### src/hw/rtl/thcr_pkg.sv
// thcr_pkg: shared widths, request codes and the controller/datapath
// command and status structs of the two-hop conflict row block.
// No dependencies.
package thcr_pkg;

	// field widths fixed by the interface
	localparam int ROW_W  = 32;
	localparam int CH_W   = 4;
	localparam int NODE_W = 5;
	localparam int CFG_W  = 6;

	// num_nodes after reset
	localparam logic [CFG_W-1:0] NUM_NODES_RST = 6'd32;

	// req_type codes
	localparam logic REQ_WRITE = 1'b0;
	localparam logic REQ_QUERY = 1'b1;

	// controller -> datapath
	typedef struct packed {
		logic clr_step;   // write one zero row of the clearing sweep
		logic wr_row;     // store the accepted write word
		logic q_start;    // capture the accepted query word
		logic rd_own;     // read the queried node's own row
		logic ld_direct;  // latch the own row as direct set, reset scan
		logic scan_step;  // examine one neighbor, read its row if needed
		logic finish;     // load the result word into the output register
	} thcr_cmd_t;

	// datapath -> controller
	typedef struct packed {
		logic clr_done;   // sweep is at the last row
		logic q_bad;      // query on a bad channel or an inactive node
		logic scan_last;  // neighbor index is the last active node
		logic out_free;   // output register can take a word this cycle
	} thcr_stat_t;

endpackage

### src/hw/rtl/thcr_ctrl.sv
// thcr_ctrl: sequencer for clearing, row writes and two-hop queries.
// Depends on thcr_pkg (command/status structs, request codes).
module thcr_ctrl
	import thcr_pkg::*;
(
	input  logic       clk,
	input  logic       arst_n,
	input  logic       in_valid,
	input  logic       req_type,
	output logic       in_ready,
	input  thcr_stat_t stat,
	output thcr_cmd_t  cmd
);

	localparam logic [2:0] ST_CLEAR  = 3'd0;
	localparam logic [2:0] ST_IDLE   = 3'd1;
	localparam logic [2:0] ST_OWN    = 3'd2;
	localparam logic [2:0] ST_DIRECT = 3'd3;
	localparam logic [2:0] ST_SCAN   = 3'd4;
	localparam logic [2:0] ST_DRAIN  = 3'd5;
	localparam logic [2:0] ST_FINISH = 3'd6;

	logic [2:0] state_q;
	logic [2:0] state_nxt;
	logic       accept;

	assign in_ready = (state_q == ST_IDLE);
	assign accept   = in_valid && in_ready;

	// next state and commands
	always_comb begin
		state_nxt = state_q;
		cmd       = '0;
		case (state_q)
			ST_CLEAR: begin
				cmd.clr_step = 1'b1;
				if (stat.clr_done) state_nxt = ST_IDLE;
			end
			ST_IDLE: begin
				if (accept) begin
					if (req_type == REQ_QUERY) begin
						cmd.q_start = 1'b1;
						state_nxt   = ST_OWN;
					end else begin
						cmd.wr_row = 1'b1;
					end
				end
			end
			ST_OWN: begin
				// bad queries skip the reads and answer zero
				if (stat.q_bad) begin
					state_nxt = ST_FINISH;
				end else begin
					cmd.rd_own = 1'b1;
					state_nxt  = ST_DIRECT;
				end
			end
			ST_DIRECT: begin
				cmd.ld_direct = 1'b1;
				state_nxt     = ST_SCAN;
			end
			ST_SCAN: begin
				cmd.scan_step = 1'b1;
				if (stat.scan_last) state_nxt = ST_DRAIN;
			end
			ST_DRAIN: begin
				// last neighbor row lands this cycle
				state_nxt = ST_FINISH;
			end
			ST_FINISH: begin
				if (stat.out_free) begin
					cmd.finish = 1'b1;
					state_nxt  = ST_IDLE;
				end
			end
			default: begin
				state_nxt = ST_IDLE;
			end
		endcase
	end

	always_ff @(posedge clk or negedge arst_n) begin
		if (!arst_n) state_q <= ST_CLEAR;
		else         state_q <= state_nxt;
	end

endmodule

### config.mk
export PLATFORM = sky130hd
export DESIGN_NAME = thcr_ctrl
export DESIGN_NICKNAME = d
export VERILOG_FILES = /design/src/hw/rtl/thcr_pkg.sv /design/src/hw/rtl/thcr_ctrl.sv
export SDC_FILE = /design/constraint.sdc
export NUM_CORES = 1
export LEC_CHECK = 0
export ABC_AREA = 1
export BUFFER_PORTS_ARGS = -buffer_cell sky130_fd_sc_hd__buf_2
export CAP_MARGIN = 20
export CORE_AREA = 2 2 39 41
export CTS_CLUSTER_DIAMETER = 30
export DETAILED_ROUTE_END_ITERATION = 10
export DIE_AREA = 0 0 41 43
export SLEW_MARGIN = 20
export SYNTH_ARGS = -nofsm -noshare
export SYNTH_HDL_FRONTEND = slang
export SYNTH_SLANG_ARGS = --single-unit
### constraint.sdc
create_clock -name clk -period 1.36 [get_ports clk]
set_input_delay 0.136 -clock clk [delete_from_list [all_inputs] [get_ports clk]]
set_output_delay 0.136 -clock clk [all_outputs]
set_load 0.02 [all_outputs]
==> reports/qor.yml <==
outcome:
  status: "complete, no violations"
pwr:
  p_sw_share_pct: 49.7
  p_seq_share_pct: 22.6
  p_clk_share_pct: 14.7
  power_frac_comb_pct: 62.7
  power.total_mw: 1.03
  leakage_nw: 0.244
  power_density_nw_per_um2: 2330
  internal-power_mw: 0.518
  p_sw_mw: 0.511
  vdd_drop_max_mv: 0.541
detailed_routing:
  drt_iter0_drc: 1
  drt_pre_antenna_iters: 2
  vias: 326
  totalWireLength_um: 638
  drtAntennaViolNets: 0
  drt-vias-per-instance: 3.98
  drcViolationCount: 0
  wl_per_cell_um: 7.78
critical_path:
  critPathMaxStageDelay_ns: 0.39
  r2r_slack_ns: 0.26
  critPathLaunchType: "flip-flop"
  cp.arrival_ns: 1.20
  crit_family: "flip-flops"
  cp-end-kind: "output port"
  r2r_start: "state_q[0]$_DFFE_PN0P_"
  cp_num_buf_inv: 3
  critPathRequiredTime_ns: 1.22
  reg2reg_depth: 8
  timing.rr.end: "state_q[0]$_DFFE_PN0P_"
  cp_slowest_cell: "dfrtp_2"
  crit_type: "reg2out"
  path_max_fanout: 4
  path_cells: "inv_2 > nor2_4 > inv_2 > nor2_2 > nand2_1 > nor2_2 > buf_4"
logic_synthesis:
  syn_area_um2: 269
  syn_nets: 51
  synth_cell_types: 14
  synth.avg_cell_area_um2: 6.26
  ys_ff_latch: 3
  yosysSeqAreaShare_pct: 27.9
  synth_cells: 43
  yosys_warnings: 0
final_layout:
  reg_top3: "state_q (3)"
  area_growth_pct: 64.2
  n_fill_cell: 157
  top_register: "state_q"
  stdcell_area_um2: 442
  post-route-util_pct: 31.9
  drive_gt1_share_pct: 59.1
  largest_register_ffs: 3
  seqCellArea_um2: 78.8
  antenna-diode-count: 0
  final_nets: 75
  multi_input_area_um2: 174
floorplan:
  rows: 14
  die_x_um: 41
  dieHeight_um: 43
  core_area_um2: 1380
  initial_core_util_pct: 19.4
  fp.dieArea_um2: 1760
  num_io_pins: 16
timing:
  relSlewSlack_pct: 89.1
  slew_violations: 0
  max_freq_mhz: 747
  finalSetupViolCount: 0
  skew_ns: 0.00172
  period_share_pct: 98.5
  period_needed_ns: 1.34
  tightestPinTransition_ns: 0.164
  hold_viol_final: 0
  rsz0062_at_grt: "true"
global_routing:
  grt_pass1_vias: 257
  use_met3_pct: 3.14
  grt_remaining_overflow: 0
  grt_most_used_layer: "met2"
  use_met2_pct: 12.8
  use_met1_pct: 8.09
  grt_max_degree: 8
  grt_antenna_before_repair: 0
  grt_use_total_pct: 8.15
  grt_pass1_wl_um: 938
clock_tree:
  clock-root-buffer: "clkbuf_4"
  numCtsBuffers: 3
  cts_sinks: 3
  clk-insertion-delay-late_ns: 0.23
  clock_tree.buffer_depth: 2
  cts_tree: "built"
  path_clk_slew_ns: 0.04
  htreeDepth: 1
hold_path:
  worstHoldStart: "stat[0]"
  holdPathEnd: "state_q[1]$_DFFE_PN0P_"
  hold_depth: 4
  hold_class: "in2reg"
placed_design:
  place_area_um2: 367
  place_congestion: 0.690
  port-buffer-count: 15
  place_hpwl_um: 512
run:
  maxCapViolCount: 0
## routing by layer
| layer | vias up | part of all wire [%] |
|---|---|---|
| met3 | 0 | 5.6 |
| li1 | 178 | - |
| met4 | 0 | 0 |
| met2 | 6 | 52 |
| met5 | - | 0 |
| met1 | 142 | 43 |
## worst max-delay path by stage
stage	cells past startpoint	end	slack (ns)	from
final	7	cmd[5]	0.02	state_q[0]$_DFFE_PN0P_
after global routing	7	cmd[5]	-0.07	state_q[0]$_DFFE_PN0P_
after CTS	7	cmd[5]	0.006	state_q[0]$_DFFE_PN0P_
after detailed placement	7	cmd[5]	0.15	state_q[0]$_DFFE_PN0P_
after global placement	7	cmd[5]	0.15	state_q[0]$_DFFE_PN0P_
after floorplan	6	cmd[5]	0.06	state_q[0]$_DFFE_PN0P_
## cells in the final DEF, fill, tap and decap left out
| cell | netlist | routed |
|---|---|---|
| clkbuf_4 | 0 | 3 |
| clkbuf_1 | 0 | 1 |
| nand3_1 | 2 | 2 |
| nor2_2 | 4 | 5 |
| a21oi_2 | 1 | 1 |
| nor2_1 | 5 | 3 |
| nor3_1 | 3 | 3 |
| nand2_1 | 10 | 10 |
| nor2_4 | 0 | 1 |
| buf_2 | 0 | 13 |
| inv_2 | 4 | 4 |
| nand3b_1 | 1 | 1 |
| o21ai_0 | 1 | 1 |
| dlygate4sd3_1 | 0 | 1 |
| buf_4 | 0 | 5 |
| nand2_2 | 3 | 3 |
| dfrtp_2 | 0 | 3 |
| nand3_2 | 1 | 1 |
| o211ai_1 | 1 | 1 |
| inv_1 | 4 | 4 |
## synth_stat cells
cell | number | area, µm²
nor2_1 | 5 | 18.8
o21ai_0 | 1 | 5.00
nand3_1 | 2 | 10.0
dfrtp_1 | 3 | 75.1
nand2_2 | 3 | 18.8
nor3_1 | 3 | 15.0
inv_1 | 4 | 15.0
nand3_2 | 1 | 10.0
nor2_2 | 4 | 25.0
nand3b_1 | 1 | 7.51
inv_2 | 4 | 15.0
a21oi_2 | 1 | 8.76
nand2_1 | 10 | 37.5
o211ai_1 | 1 | 7.51
## per-stage QoR
stage	TNS (ns)	setup slack (ns)	hold slack [ns]	cells
after global routing	-0.205	-0.0725	0.197	82
final	0	0.0207	0.195	82
after floorplan	0	0.0641	-0.160	43
after global placement	0	0.155	-0.0665	74
after detailed placement	0	0.151	-0.0650	74
after CTS	0	0.00644	0.194	82
## cell families after synthesis
family / Yosys count / share of synthesized area (%)
AND/OR/NAND/NOR: 29 / 53.0
AO/OA/AOI/OAI: 3 / 7.91
flip-flops: 3 / 27.9
buffers and inverters: 8 / 11.2
## power groups by stage
stage / logic (mW) / clock network [mW] / registers, mW
final: 0.645 / 0.152 / 0.233
after global routing: 0.720 / 0.179 / 0.240
after CTS: 0.633 / 0.158 / 0.217
after detailed placement: 0.548 / 0 / 0.223
after global placement: 0.547 / 0 / 0.222
after floorplan: 0.424 / 0 / 0.204
## repair_timing
| item | CTS | global route |
|---|---|---|
| pin swaps | 1 | 0 |
| setup buffers | 3 | 0 |
| gates resized for setup | 3 | 4 |
| setup endpoints to repair | 2 | 6 |
| hold buffers | 1 | 0 |
| gates cloned | 0 | 0 |
| endpoints found under the hold margin | 3 | 0 |
## worst min-delay path: stages
cell and delay (ns):
buf_2 0.08, inv_1 0.04, nand2_2 0.08, nand2_1 0.05
## area by class of cell
type / instances / share of cell area (%)
Clock buffer: 4 / 5.95
Timing Repair Buffer: 19 / 25.5
Multi-Input combinational cell: 32 / 39.4
Inverter: 8 / 6.80
Tap cell: 16 / 4.53
Sequential cell: 3 / 17.8
No activity file was read; power rests on OpenSTA's default activity.
